===== config.mk =====
export PLATFORM = sky130hd
export DESIGN_NAME = graph_depth_first_search
export DESIGN_NICKNAME = d
export VERILOG_FILES = /design/src/rtl/gdfs_pkg.sv /design/src/rtl/graph_depth_first_search.sv /design/src/rtl/gdfs_ctrl.sv /design/src/rtl/gdfs_dp.sv
export SDC_FILE = /design/constraint.sdc
export NUM_CORES = 1
export LEC_CHECK = 0
export ABC_CLOCK_PERIOD_IN_PS = 3000
export BUFFER_PORTS_ARGS = -buffer_cell sky130_fd_sc_hd__buf_2
export CORE_MARGIN = 2
export CORE_UTILIZATION = 25
export DETAILED_ROUTE_END_ITERATION = 16
export PLACE_DENSITY_LB_ADDON = 0.12
export SETUP_SLACK_MARGIN = 0.4
export SLEW_MARGIN = 5
export SYNTH_ARGS = -nofsm -noshare
export SYNTH_HDL_FRONTEND = slang
export SYNTH_SLANG_ARGS = --single-unit

===== constraint.sdc =====
create_clock -name i_clk -period 3 [get_ports i_clk]
set_input_delay 0.15 -clock i_clk [delete_from_list [all_inputs] [get_ports i_clk]]
set_output_delay 0.15 -clock i_clk [all_outputs]
set_load 0.02 [all_outputs]

===== src/rtl/gdfs_pkg.sv =====
// Shared types and constants of the depth-first search block.
// No dependencies.
package gdfs_pkg;

    localparam int MAX_VERTICES_DEF = 8;
    localparam int ACT_W            = 2;
    localparam int LABEL_W          = 8;
    localparam int EDGE_W           = 3;
    localparam int VIS_W            = 3;

    typedef logic [VIS_W-1:0]   t_vis_idx;
    typedef logic [LABEL_W-1:0] t_label;

    typedef enum logic [ACT_W-1:0] {
        ACT_ADD_VERTEX = 2'd0,
        ACT_ADD_EDGE   = 2'd1,
        ACT_SEARCH     = 2'd2,
        ACT_CLEAR      = 2'd3
    } t_action;

    typedef enum logic [2:0] {
        ST_IDLE,
        ST_INIT,
        ST_SCAN,
        ST_POP,
        ST_EMIT
    } t_state;

    typedef struct packed {
        logic apply;      // item accepted: apply its action
        logic init;       // push vertex 0 and mark it
        logic scan;       // one neighbor scan of the stack top
        logic pop_load;   // take the new stack top from the stack read
        logic emit_load;  // load the output register
    } t_cmd;

    typedef struct packed {
        logic total_zero;
        logic found;
        logic last_pop;
        logic slot_free;
        logic emit_last;
    } t_sts;

endpackage


===== src/rtl/graph_depth_first_search.sv =====
// Top level of the depth-first search block over an adjacency-matrix graph.
// Depends on gdfs_pkg, gdfs_ctrl and gdfs_dp.
//
//   channel  direction  handshake                 payload
//   in       to block   i_in_valid / o_in_stall   action, vertex_label, edge_from, edge_to
//   out      from block o_out_valid / i_out_stall visited_index, visited_label, last_visit
//
// Add vertex, add edge and clear are applied on acceptance and leave the input open.
// A search pushes vertex 0, then scans the stack top's adjacency row: the lowest unvisited
// neighbor is pushed and marked, and if there is none the stack is popped.
// Each result waits one visit in a holding register so the last can be marked.
// A stalled output holds the search in its emit state; input is stalled until done.
// Reset is synchronous, active low, and empties the graph.
module graph_depth_first_search #(
    parameter int MAX_VERTICES = gdfs_pkg::MAX_VERTICES_DEF
) (
    input  logic       i_clk,
    input  logic       i_rst_n,
    input  logic       i_in_valid,
    output logic       o_in_stall,
    input  logic [1:0] i_action,
    input  logic [7:0] i_vertex_label,
    input  logic [2:0] i_edge_from,
    input  logic [2:0] i_edge_to,
    output logic       o_out_valid,
    input  logic       i_out_stall,
    output logic [2:0] o_visited_index,
    output logic [7:0] o_visited_label,
    output logic       o_last_visit
);

    gdfs_pkg::t_cmd w_cmd;
    gdfs_pkg::t_sts w_sts;

    gdfs_ctrl u_ctrl (
        .i_clk      (i_clk),
        .i_rst_n    (i_rst_n),
        .i_in_valid (i_in_valid),
        .i_action   (i_action),
        .i_sts      (w_sts),
        .o_in_stall (o_in_stall),
        .o_cmd      (w_cmd)
    );

    gdfs_dp #(
        .MAX_VERTICES (MAX_VERTICES)
    ) u_dp (
        .i_clk           (i_clk),
        .i_rst_n         (i_rst_n),
        .i_action        (i_action),
        .i_vertex_label  (i_vertex_label),
        .i_edge_from     (i_edge_from),
        .i_edge_to       (i_edge_to),
        .i_out_stall     (i_out_stall),
        .i_cmd           (w_cmd),
        .o_sts           (w_sts),
        .o_out_valid     (o_out_valid),
        .o_visited_index (o_visited_index),
        .o_visited_label (o_visited_label),
        .o_last_visit    (o_last_visit)
    );

endmodule


===== src/rtl/gdfs_ctrl.sv =====
// Controller state machine of the depth-first search block.
// Depends on gdfs_pkg; drives commands to gdfs_dp.
module gdfs_ctrl (
    input  logic            i_clk,
    input  logic            i_rst_n,
    input  logic            i_in_valid,
    input  logic [1:0]      i_action,
    input  gdfs_pkg::t_sts  i_sts,
    output logic            o_in_stall,
    output gdfs_pkg::t_cmd  o_cmd
);

    gdfs_pkg::t_state r_state;
    gdfs_pkg::t_state n_state;
    logic             w_accept;

    assign w_accept = i_in_valid && (r_state == gdfs_pkg::ST_IDLE);

    always_ff @(posedge i_clk) begin
        if (!i_rst_n) begin
            r_state <= gdfs_pkg::ST_IDLE;
        end else begin
            r_state <= n_state;
        end
    end

    always_comb begin
        n_state = r_state;
        unique case (r_state)
            gdfs_pkg::ST_IDLE: begin
                if (w_accept && (gdfs_pkg::t_action'(i_action) == gdfs_pkg::ACT_SEARCH)
                    && !i_sts.total_zero) begin
                    n_state = gdfs_pkg::ST_INIT;
                end
            end
            gdfs_pkg::ST_INIT: begin
                n_state = gdfs_pkg::ST_SCAN;
            end
            gdfs_pkg::ST_SCAN: begin
                if (i_sts.found || i_sts.last_pop) begin
                    n_state = gdfs_pkg::ST_EMIT;
                end else begin
                    n_state = gdfs_pkg::ST_POP;
                end
            end
            gdfs_pkg::ST_POP: begin
                n_state = gdfs_pkg::ST_SCAN;
            end
            gdfs_pkg::ST_EMIT: begin
                if (i_sts.slot_free) begin
                    n_state = i_sts.emit_last ? gdfs_pkg::ST_IDLE : gdfs_pkg::ST_SCAN;
                end
            end
            default: begin
                n_state = gdfs_pkg::ST_IDLE;
            end
        endcase
    end

    always_comb begin
        o_cmd      = '0;
        o_in_stall = (r_state != gdfs_pkg::ST_IDLE);
        unique case (r_state)
            gdfs_pkg::ST_IDLE: o_cmd.apply     = w_accept;
            gdfs_pkg::ST_INIT: o_cmd.init      = 1'b1;
            gdfs_pkg::ST_SCAN: o_cmd.scan      = 1'b1;
            gdfs_pkg::ST_POP:  o_cmd.pop_load  = 1'b1;
            gdfs_pkg::ST_EMIT: o_cmd.emit_load = i_sts.slot_free;
            default:           o_cmd           = '0;
        endcase
    end

endmodule


===== src/rtl/gdfs_dp.sv =====
// Datapath of the depth-first search block: graph store, stack, scan, output.
// Depends on gdfs_pkg; commanded by gdfs_ctrl.
module gdfs_dp #(
    parameter int MAX_VERTICES = gdfs_pkg::MAX_VERTICES_DEF
) (
    input  logic                    i_clk,
    input  logic                    i_rst_n,
    input  logic [1:0]              i_action,
    input  logic [7:0]              i_vertex_label,
    input  logic [2:0]              i_edge_from,
    input  logic [2:0]              i_edge_to,
    input  logic                    i_out_stall,
    input  gdfs_pkg::t_cmd          i_cmd,
    output gdfs_pkg::t_sts          o_sts,
    output logic                    o_out_valid,
    output logic [2:0]              o_visited_index,
    output logic [7:0]              o_visited_label,
    output logic                    o_last_visit
);

    localparam int VW    = (MAX_VERTICES > 1) ? $clog2(MAX_VERTICES) : 1;
    localparam int CW    = $clog2(MAX_VERTICES + 1);
    localparam int CMP_W = (CW > gdfs_pkg::EDGE_W) ? CW : gdfs_pkg::EDGE_W;

    typedef logic [VW-1:0]    t_vidx;
    typedef logic [CW-1:0]    t_cnt;
    typedef logic [CMP_W-1:0] t_cmp;

    logic [MAX_VERTICES-1:0] r_adj [MAX_VERTICES];
    gdfs_pkg::t_label        r_lbl_mem [MAX_VERTICES];
    t_vidx                   r_stk_mem [MAX_VERTICES];

    t_cnt                    r_total;
    t_cnt                    r_fill;
    logic [MAX_VERTICES-1:0] r_visited;
    t_vidx                   r_top;
    t_vidx                   r_pend;
    t_vidx                   r_emit_idx;
    logic                    r_emit_last;
    gdfs_pkg::t_label        r_lbl_rd;
    t_vidx                   r_stk_rd;
    logic                    r_out_vld;
    gdfs_pkg::t_vis_idx      r_out_idx;
    gdfs_pkg::t_label        r_out_lbl;
    logic                    r_out_last;

    gdfs_pkg::t_action       w_act;
    logic                    w_edge_ok;
    t_vidx                   w_ea;
    t_vidx                   w_eb;
    logic [MAX_VERTICES-1:0] w_ea_bit;
    logic [MAX_VERTICES-1:0] w_eb_bit;
    logic [MAX_VERTICES-1:0] w_live;
    logic [MAX_VERTICES-1:0] w_cand;
    t_vidx                   w_nb;
    logic                    w_found;
    t_cnt                    w_fill_m2;
    logic                    w_slot_free;

    assign w_act     = gdfs_pkg::t_action'(i_action);
    assign w_edge_ok = (t_cmp'(i_edge_from) < t_cmp'(MAX_VERTICES))
                    && (t_cmp'(i_edge_to) < t_cmp'(MAX_VERTICES));
    assign w_ea      = t_vidx'(i_edge_from);
    assign w_eb      = t_vidx'(i_edge_to);
    assign w_ea_bit  = {{(MAX_VERTICES-1){1'b0}}, 1'b1} << w_ea;
    assign w_eb_bit  = {{(MAX_VERTICES-1){1'b0}}, 1'b1} << w_eb;
    assign w_fill_m2 = r_fill - t_cnt'(2);
    assign w_slot_free = !r_out_vld || !i_out_stall;

    always_comb begin
        for (int i = 0; i < MAX_VERTICES; i++) begin
            w_live[i] = (t_cnt'(i) < r_total);
        end
    end

    assign w_cand  = r_adj[r_top] & ~r_visited & w_live;
    assign w_found = |w_cand;

    // lowest set candidate wins
    always_comb begin
        w_nb = '0;
        for (int i = MAX_VERTICES - 1; i >= 0; i--) begin
            if (w_cand[i]) begin
                w_nb = t_vidx'(i);
            end
        end
    end

    always_ff @(posedge i_clk) begin
        if (!i_rst_n) begin
            r_adj <= '{default: '0};
        end else if (i_cmd.apply) begin
            if (w_act == gdfs_pkg::ACT_CLEAR) begin
                r_adj <= '{default: '0};
            end else if (w_act == gdfs_pkg::ACT_ADD_EDGE && w_edge_ok) begin
                for (int i = 0; i < MAX_VERTICES; i++) begin
                    r_adj[i] <= r_adj[i] | ((t_vidx'(i) == w_ea) ? w_eb_bit : '0)
                                         | ((t_vidx'(i) == w_eb) ? w_ea_bit : '0);
                end
            end
        end
    end

    always_ff @(posedge i_clk) begin
        if (i_cmd.apply && w_act == gdfs_pkg::ACT_ADD_VERTEX
            && r_total < t_cnt'(MAX_VERTICES)) begin
            r_lbl_mem[r_total[VW-1:0]] <= i_vertex_label;
        end
        if (i_cmd.scan) begin
            r_lbl_rd <= r_lbl_mem[r_pend];
        end
    end

    always_ff @(posedge i_clk) begin
        if (i_cmd.init) begin
            r_stk_mem[t_vidx'(0)] <= t_vidx'(0);
        end else if (i_cmd.scan && w_found) begin
            r_stk_mem[r_fill[VW-1:0]] <= w_nb;
        end
        if (i_cmd.scan && !w_found) begin
            r_stk_rd <= r_stk_mem[w_fill_m2[VW-1:0]];
        end
    end

    always_ff @(posedge i_clk) begin
        if (!i_rst_n) begin
            r_total   <= '0;
            r_fill    <= '0;
            r_visited <= '0;
        end else if (i_cmd.apply) begin
            priority case (w_act)
                gdfs_pkg::ACT_ADD_VERTEX: begin
                    if (r_total < t_cnt'(MAX_VERTICES)) begin
                        r_total <= r_total + t_cnt'(1);
                    end
                end
                gdfs_pkg::ACT_SEARCH: begin
                    r_fill    <= '0;
                    r_visited <= '0;
                end
                gdfs_pkg::ACT_CLEAR: begin
                    r_total   <= '0;
                    r_fill    <= '0;
                    r_visited <= '0;
                end
                default: begin
                end
            endcase
        end else if (i_cmd.init) begin
            r_fill    <= t_cnt'(1);
            r_visited <= {{(MAX_VERTICES-1){1'b0}}, 1'b1};
        end else if (i_cmd.scan) begin
            if (w_found) begin
                r_visited[w_nb] <= 1'b1;
                r_fill          <= r_fill + t_cnt'(1);
            end else begin
                r_fill          <= r_fill - t_cnt'(1);
            end
        end
    end

    always_ff @(posedge i_clk) begin
        if (i_cmd.init) begin
            r_top  <= '0;
            r_pend <= '0;
        end else if (i_cmd.scan) begin
            r_emit_idx <= r_pend;
            if (w_found) begin
                r_top       <= w_nb;
                r_pend      <= w_nb;
                r_emit_last <= 1'b0;
            end else begin
                r_emit_last <= 1'b1;
            end
        end else if (i_cmd.pop_load) begin
            r_top <= r_stk_rd;
        end
    end

    always_ff @(posedge i_clk) begin
        if (!i_rst_n) begin
            r_out_vld <= 1'b0;
        end else if (i_cmd.emit_load) begin
            r_out_vld <= 1'b1;
        end else if (!i_out_stall) begin
            r_out_vld <= 1'b0;
        end
    end

    always_ff @(posedge i_clk) begin
        if (i_cmd.emit_load) begin
            r_out_idx  <= gdfs_pkg::t_vis_idx'(r_emit_idx);
            r_out_lbl  <= r_lbl_rd;
            r_out_last <= r_emit_last;
        end
    end

    assign o_sts.total_zero = (r_total == '0);
    assign o_sts.found      = w_found;
    assign o_sts.last_pop   = (r_fill == t_cnt'(1));
    assign o_sts.slot_free  = w_slot_free;
    assign o_sts.emit_last  = r_emit_last;

    assign o_out_valid     = r_out_vld;
    assign o_visited_index = r_out_idx;
    assign o_visited_label = r_out_lbl;
    assign o_last_visit    = r_out_last;

endmodule


---- After elaboration in Yosys (flattened, before gate mapping) ----
Memory sizes are Yosys's and may differ from the RTL's. A register that Yosys moved wholly into a read port is not among the register bits.
Index checks and enable logic that the tools add are counted.
Widths: inputs -> output; s select.
word-level totals
  bits in registers ....................... 106
  memory bits (writable) .................. 88
  input bits .............................. 20
  output and inout bits ................... 14
  logic and storage cells ................. 196
  memories kept ........................... 2
operators by class
  add/sub/neg operators ................... 4
  $lt $le $gt $ge ......................... 12
  equal/unequal tests ..................... 28
  shift-type cells ........................ 2
  multiplexer cells ....................... 69
  bitwise logic cells ..................... 22
  reduce and logical (&&, ||, !) cells .... 37
memories
  memory          depth  width  read ports  clocked after Yosys merged registers in  write ports  line           RTL
  u_dp.r_lbl_mem  8      8      1           1                                        1            gdfs_dp.sv:30  gdfs_pkg::t_label r_lbl_mem [MAX_VERTICES];
  u_dp.r_stk_mem  8      3      1           1                                        1            gdfs_dp.sv:31  t_vidx r_stk_mem [MAX_VERTICES];
operators with widths
  operator             number
  $mux 8               23
  $or 8x8->8           17
  $mux 64              2
  $mux 3               16
  $bmux 8 s3           1
  $eq 3x3->1 const A   8
  $mux 4               6
  $mux 1               17
  $and 8x8->8          2
  $lt 3x4->1 const A   4
  $shl 1x3->8 const A  2
  $eq 2x3->1 const A   4
  $pmux 3 s4           1
  $reduce_and 2->1     6
  $logic_not 3->1      3
  $reduce_bool 3->1    3
  $add 4x1->4 const B  2
  $logic_and 1x1->1    8
  $lt 1x4->1 const A   2
  $lt 2x4->1 const A   2
  $ne 2x2->1 const B   4
  $not 8->8            1
  $pmux 4 s2           1
  $reduce_or 8->1      1
  other kinds (26)     38

---- Depth between registers and ports, before layout ----
  depth after elaboration ................. 23
  mapped depth ............................ 11
  mapped depth without buffers ............ 10

---- Modules after synthesis ----
Synthesis repeated with hierarchy kept, for this count alone.
unflattened totals
  cell total of the unflattened synthesis .. 763
  area total of the unflattened synthesis .. 8921.1 µm²
by module, submodules not included
  module     times used  cells each  area each (µm²)  sequential area each (µm²)
  gdfs_dp    1           734         8659.6           5195.0
  gdfs_ctrl  1           29          261.5            60.1

---- Least setup slack after synthesis ----
Ideal clock, no wire load.
  kind .................................... register to register
  start point ............................. register u_ctrl.r_state[1]
  end point ............................... memory u_dp.r_lbl_mem[0][0] (netlist bit), enable pin
  data arrival time ....................... 2.129 ns
  data required time ...................... 2.617 ns
  slack ................................... 0.488 ns
  cell stages (with the launch flop) ...... 7
  clock period less this slack ............ 2.512 ns
  cells stage by stage .................... dfxtp_1 clkbuf_1 nor3_1 nand2_1 nor4_1 nand2_1 nor3_1
between the ends
  longest elaborated chain between the ends .. 7
RTL lines
  element                           line                              RTL
  start: declaration                gdfs_ctrl.sv:13                   gdfs_pkg::t_state r_state;
  start signal: assignment          gdfs_ctrl.sv:21                   r_state <= gdfs_pkg::ST_IDLE;
  start signal: assignment          gdfs_ctrl.sv:23                   r_state <= n_state;
  $logic_not 3->1 (*)               gdfs_ctrl.sv:17, gdfs_ctrl.sv:63
  $logic_and 1x1->1                 gdfs_ctrl.sv:17                   assign w_accept = i_in_valid && (r_state == gdfs_pkg::ST_IDLE);
  $mux 1 (*)                        gdfs_ctrl.sv:63                   unique case (r_state)
  $logic_and 1x1->1 (*)             gdfs_dp.sv:105                    if (i_cmd.apply && w_act == gdfs_pkg::ACT_ADD_VERTEX
  $logic_and 1x1->1 (*)             gdfs_dp.sv:106                    && r_total < t_cnt'(MAX_VERTICES)) begin
  $mux 1 (*)                        gdfs_dp.sv:105
  $mux 1 (not written as such) (*)  gdfs_dp.sv:107                    r_lbl_mem[r_total[VW-1:0]] <= i_vertex_label;
  end: declaration                  gdfs_dp.sv:30
Mark *: on every way between the ends. The rest lies on a longest branch, timed or not.

---- Worst setup path after layout ----
  start point ............................. register u_dp.r_top[1]
  end point ............................... memory u_dp.r_stk_mem[0][2] (netlist bit), enable pin
between the ends
  longest elaborated chain between the ends .. 13
RTL lines
  element                                                   line            RTL
  start: declaration                                        gdfs_dp.sv:36   t_vidx r_top;
  start signal: assignment                                  gdfs_dp.sv:169  r_top <= w_nb;
  start signal: assignment                                  gdfs_dp.sv:176  r_top <= r_stk_rd;
  $not 3->4 (not written as such) (*)                       gdfs_dp.sv:76   assign w_cand = r_adj[r_top] & ~r_visited & w_live;
  $bmux 8 s3 (*)                                            gdfs_dp.sv:76
  $mux 8 (not written as such) (*) (2 in a row)             gdfs_dp.sv:76
  $and 8x8->8 (*) (2 in a row)                              gdfs_dp.sv:76
  $reduce_or 8->1 (*)                                       gdfs_dp.sv:77   assign w_found = |w_cand;
  $logic_and 1x1->1 (*)                                     gdfs_dp.sv:117  end else if (i_cmd.scan && w_found) begin
  $mux 1 (*)                                                gdfs_dp.sv:117
  $mux 1 (*)                                                gdfs_dp.sv:115  if (i_cmd.init) begin
  $mux 1 (not written as such) (*)                          gdfs_dp.sv:118  r_stk_mem[r_fill[VW-1:0]] <= w_nb;
  $reduce_or 3->1 (no source line)                          -
  $mux 3 (no source line) / $mux 1 (equally long branches)  -
  end: declaration                                          gdfs_dp.sv:31
Mark *: on every way between the ends. The rest lies on a longest branch, timed or not. The select of a mux whose other input is x is not followed.

==> impl_metrics.yaml <==
logic_synthesis:
  ys_ff_latch: 205
  ys_types: 68
  synthFlopType: "edfxtp_1"
  synth_nets: 773
  synth_area_per_cell_um2: 11.7
  yosys_warnings: 0
  synth_edf_count: 115
  synth_cells: 745
  synth_area_um2: 8740
  async_flop_share_pct: 0
  ys_seq_area_share_pct: 60.1
pwr:
  irDropWorstVdd_uv: 347
  power.density_nw_per_um2: 594
  cellLeakagePower_nw: 3.54
finish:
  num_antenna_cells: 0
  layout-drive-gt1-share_pct: 19.9
  area_growth_pct: 20.2
  layout_common_cells: "nor2_1 (138), edfxtp_1 (115), dfxtp_1 (86)"
  final_nets: 837
  n_fill_cell: 3553
  layout_commonest_cell: "nor2_1"
outcome:
  status: "finished clean"
grt:
  grt_use_total_pct: 12.8
  grt_pass1_wl_mm: 35.8
  grt_max_degree: 63
  overflow: 0
  first_global_vias: 5863
  antenna_found_initial: 0
critical_path:
  rrSetupSlack_ns: 0.53
  endpoint_kind: "flip-flop"
  critPathTopFamily: "simple AND/OR/NAND/NOR gates"
  worstPathCellList: "buf_12 -> mux4_2 -> or2_4 -> nand4_4 -> and4_4 -> nand2_4 -> inv_2 -> nor2_1 -> a41o_1"
  worstSetupPathType: "flip-flop to flip-flop"
  crit_fanout: 11
  cp.required_ns: 3.26
  cp.arrival_ns: 2.73
  rr_endpoint: "u_dp.r_stk_mem[0][2]"
  cp-start-kind: "flip-flop"
  crit_buf_inv: 2
  slowest_delay_ns: 0.50
  r2r-start: "u_dp.r_top[1]"
  slowest_stage: "mux4_2"
  reg2reg_depth: 9
clock_network:
  cts.sinks: 205
  root_buffer: "clkbuf_16"
  clk_pin_slew_ns: 0.06
  cts_buffer_depth: 3
  cts_tree: "done"
  h-tree-depth: 1
  insertion_delay_ns: 0.51
  cts_buffers: 25
run:
  maxCapViolations: 0
floorplanning:
  die_w_um: 191
  coreArea_um2: 34500
  num_io_pins: 34
  die-area_um2: 36500
  initial_core_util_pct: 25.4
  fp.dieH_um: 191
  num_rows: 68
placed_design:
  dp_hpwl_mm: 15.9
  place_ws_ns: 0.262
  port_buffers: 33
  gp_congestion: 0.771
route:
  vias: 5805
  drtIter0Drc: 395
  viasPerCell: 4.53
  wl_mm: 23.0
  antenna_left: 0
  first_pass_iters: 7
  wl_per_cell_um: 17.9
  drc: 0
sta:
  finalHoldViolCount: 0
  maxSlewHeadroom_pct: 44.0
  fin_ws_ns: 0.526
  finalMaxSlewViolations: 0
  period_share_pct: 82.5
  fin_skew_ns: 0.0101
  fmaxAchievable_mhz: 404
  tightest_slew_ns: 0.839
  grt_setup_unrepaired: "false"
  setup_viol: 0
  fin_tns_setup_ns: 0
  final.min_clock_period_ns: 2.47
min_path:
  hp-start: "i_action[0]"
  hold-path-cell-count: 4
  hold_class: "input port to flip-flop"
  worstHoldEndpoint: "u_ctrl.r_state[0]"
-- sequential cells by signal, indices dropped and copies added (netlist names), 4 cells and up --
signal / cells
u_dp.r_stk_mem: 24
u_dp.o_visited_label: 8
u_dp.r_fill: 4
u_dp.r_total: 4
u_dp.r_adj: 64
u_dp.r_lbl_mem: 64
u_dp.r_visited: 8
u_dp.r_lbl_rd: 8
-- worst max path at each step --
stage,start,endpoint,slack [ns],cells after the start
after floorplan,u_ctrl.r_state[1],u_dp.r_lbl_mem[0][0],0.49,6
after global placement,u_dp.r_top[1],u_dp.r_stk_mem[5][1],0.30,8
after detailed placement,u_dp.r_top[0],u_dp.r_stk_mem[4][2],0.26,7
after CTS,u_dp.r_top[1],u_dp.r_stk_mem[1][2],0.35,8
after global routing,u_dp.r_total[1],u_dp.r_stk_mem[6][1],0.37,9
final,u_dp.r_top[1],u_dp.r_stk_mem[0][2],0.53,9
-- stage by stage --
step	instance area, um^2	power [W]	hold slack [ns]	util, %	std cells
after global routing	10500	0.00649	0.149	30.5	1281
after CTS	10400	0.00634	0.104	30.3	1279
final	10500	0.00624	0.138	30.5	1281
after floorplan	8740	0.00333	0.249	-	745
after detailed placement	9560	0.00345	0.405	27.7	1225
after global placement	9560	0.00344	0.402	27.7	1225
-- layer usage --
layer | track usage, % | vias up | share of wire [%]
met4 | 2.71 | 0 | 1.9
met1 | 19.0 | 2823 | 50
li1 | - | 2868 | -
met3 | 1.82 | 29 | 3.0
met2 | 19.6 | 85 | 45
met5 | 0 | - | 0
-- cells by family after synthesis --
logic type	synth area share [%]
multiplexers	10.6
AND/OR/NAND/NOR	15.3
AO/OA/AOI/OAI	9.40
XOR/XNOR	0.200
buffers and inverters	3.32
flip-flops	60.1
adder cells (fa/ha/maj)	1.14
-- cell type report --
type	count	area [um^2]	share of cell area, %
Sequential cell	205	5260	50.1
Multi-Input combinational cell	473	3250	30.9
Clock buffer	31	648	6.17
Tap cell	455	569	5.42
Timing Repair Buffer	77	563	5.36
Clock inverter	13	116	1.11
Inverter	27	101	0.964
-- where the power goes --
group	switching [W]	internal [W]	leakage (nW)
clock	0.00114	0.00169	0.365
combinational	0.000246	0.000138	1.40
sequential	0.0000413	0.00298	1.77
-- timing repair --
| action | 4_1_cts | 5_1_grt |
|---|---|---|
| resized for setup | 3 | 11 |
| setup buffers | 0 | 1 |
| gates cloned | 0 | 1 |
| hold buffers | 10 | 0 |
| hold endpoints to repair | 66 | 0 |
| endpoints found under the setup margin | 17 | 45 |
| pin swaps | 0 | 0 |
-- cell usage after synthesis (2+ instances only) --
| cell | number | area [um^2] |
|---|---|---|
| xor2_1 | 2 | 17.5 |
| o21ai_1 | 4 | 20.0 |
| a21o_1 | 5 | 37.5 |
| o21ai_0 | 5 | 25.0 |
| edfxtp_1 | 115 | 3450 |
| mux4_2 | 25 | 563 |
| nor3_1 | 30 | 150 |
| nor2b_1 | 9 | 56.3 |
| inv_1 | 25 | 93.8 |
| nor4_1 | 8 | 50.1 |
| nand3_1 | 18 | 90.1 |
| buf_6 | 4 | 45.0 |
| o2111a_1 | 2 | 22.5 |
| dfxtp_1 | 90 | 1800 |
| clkbuf_1 | 26 | 97.6 |
| and2_1 | 2 | 12.5 |
| a211oi_1 | 8 | 60.1 |
| o21a_1 | 7 | 52.6 |
| a21oi_1 | 45 | 225 |
| mux2i_1 | 21 | 210 |
| o211ai_1 | 7 | 52.6 |
| a22oi_1 | 7 | 52.6 |
| and3_1 | 5 | 31.3 |
| nor2_1 | 138 | 518 |
| ha_1 | 8 | 100 |
| nand4_1 | 6 | 37.5 |
| a31oi_1 | 12 | 75.1 |
| buf_2 | 4 | 20.0 |
| nand4_4 | 2 | 42.5 |
| or3_1 | 4 | 25.0 |
| nand2b_1 | 5 | 31.3 |
| a41oi_1 | 3 | 26.3 |
| nand2_1 | 43 | 161 |
| mux2_2 | 11 | 124 |
| buf_1 | 5 | 18.8 |
| and4_4 | 2 | 22.5 |
-- worst min-delay path, stage by stage --
cell and delay (ns):
buf_2 0.12, a211oi_1 0.07, o211ai_1 0.20, a21oi_1 0.06
Note: power is estimated with default switching activity, not from simulation.
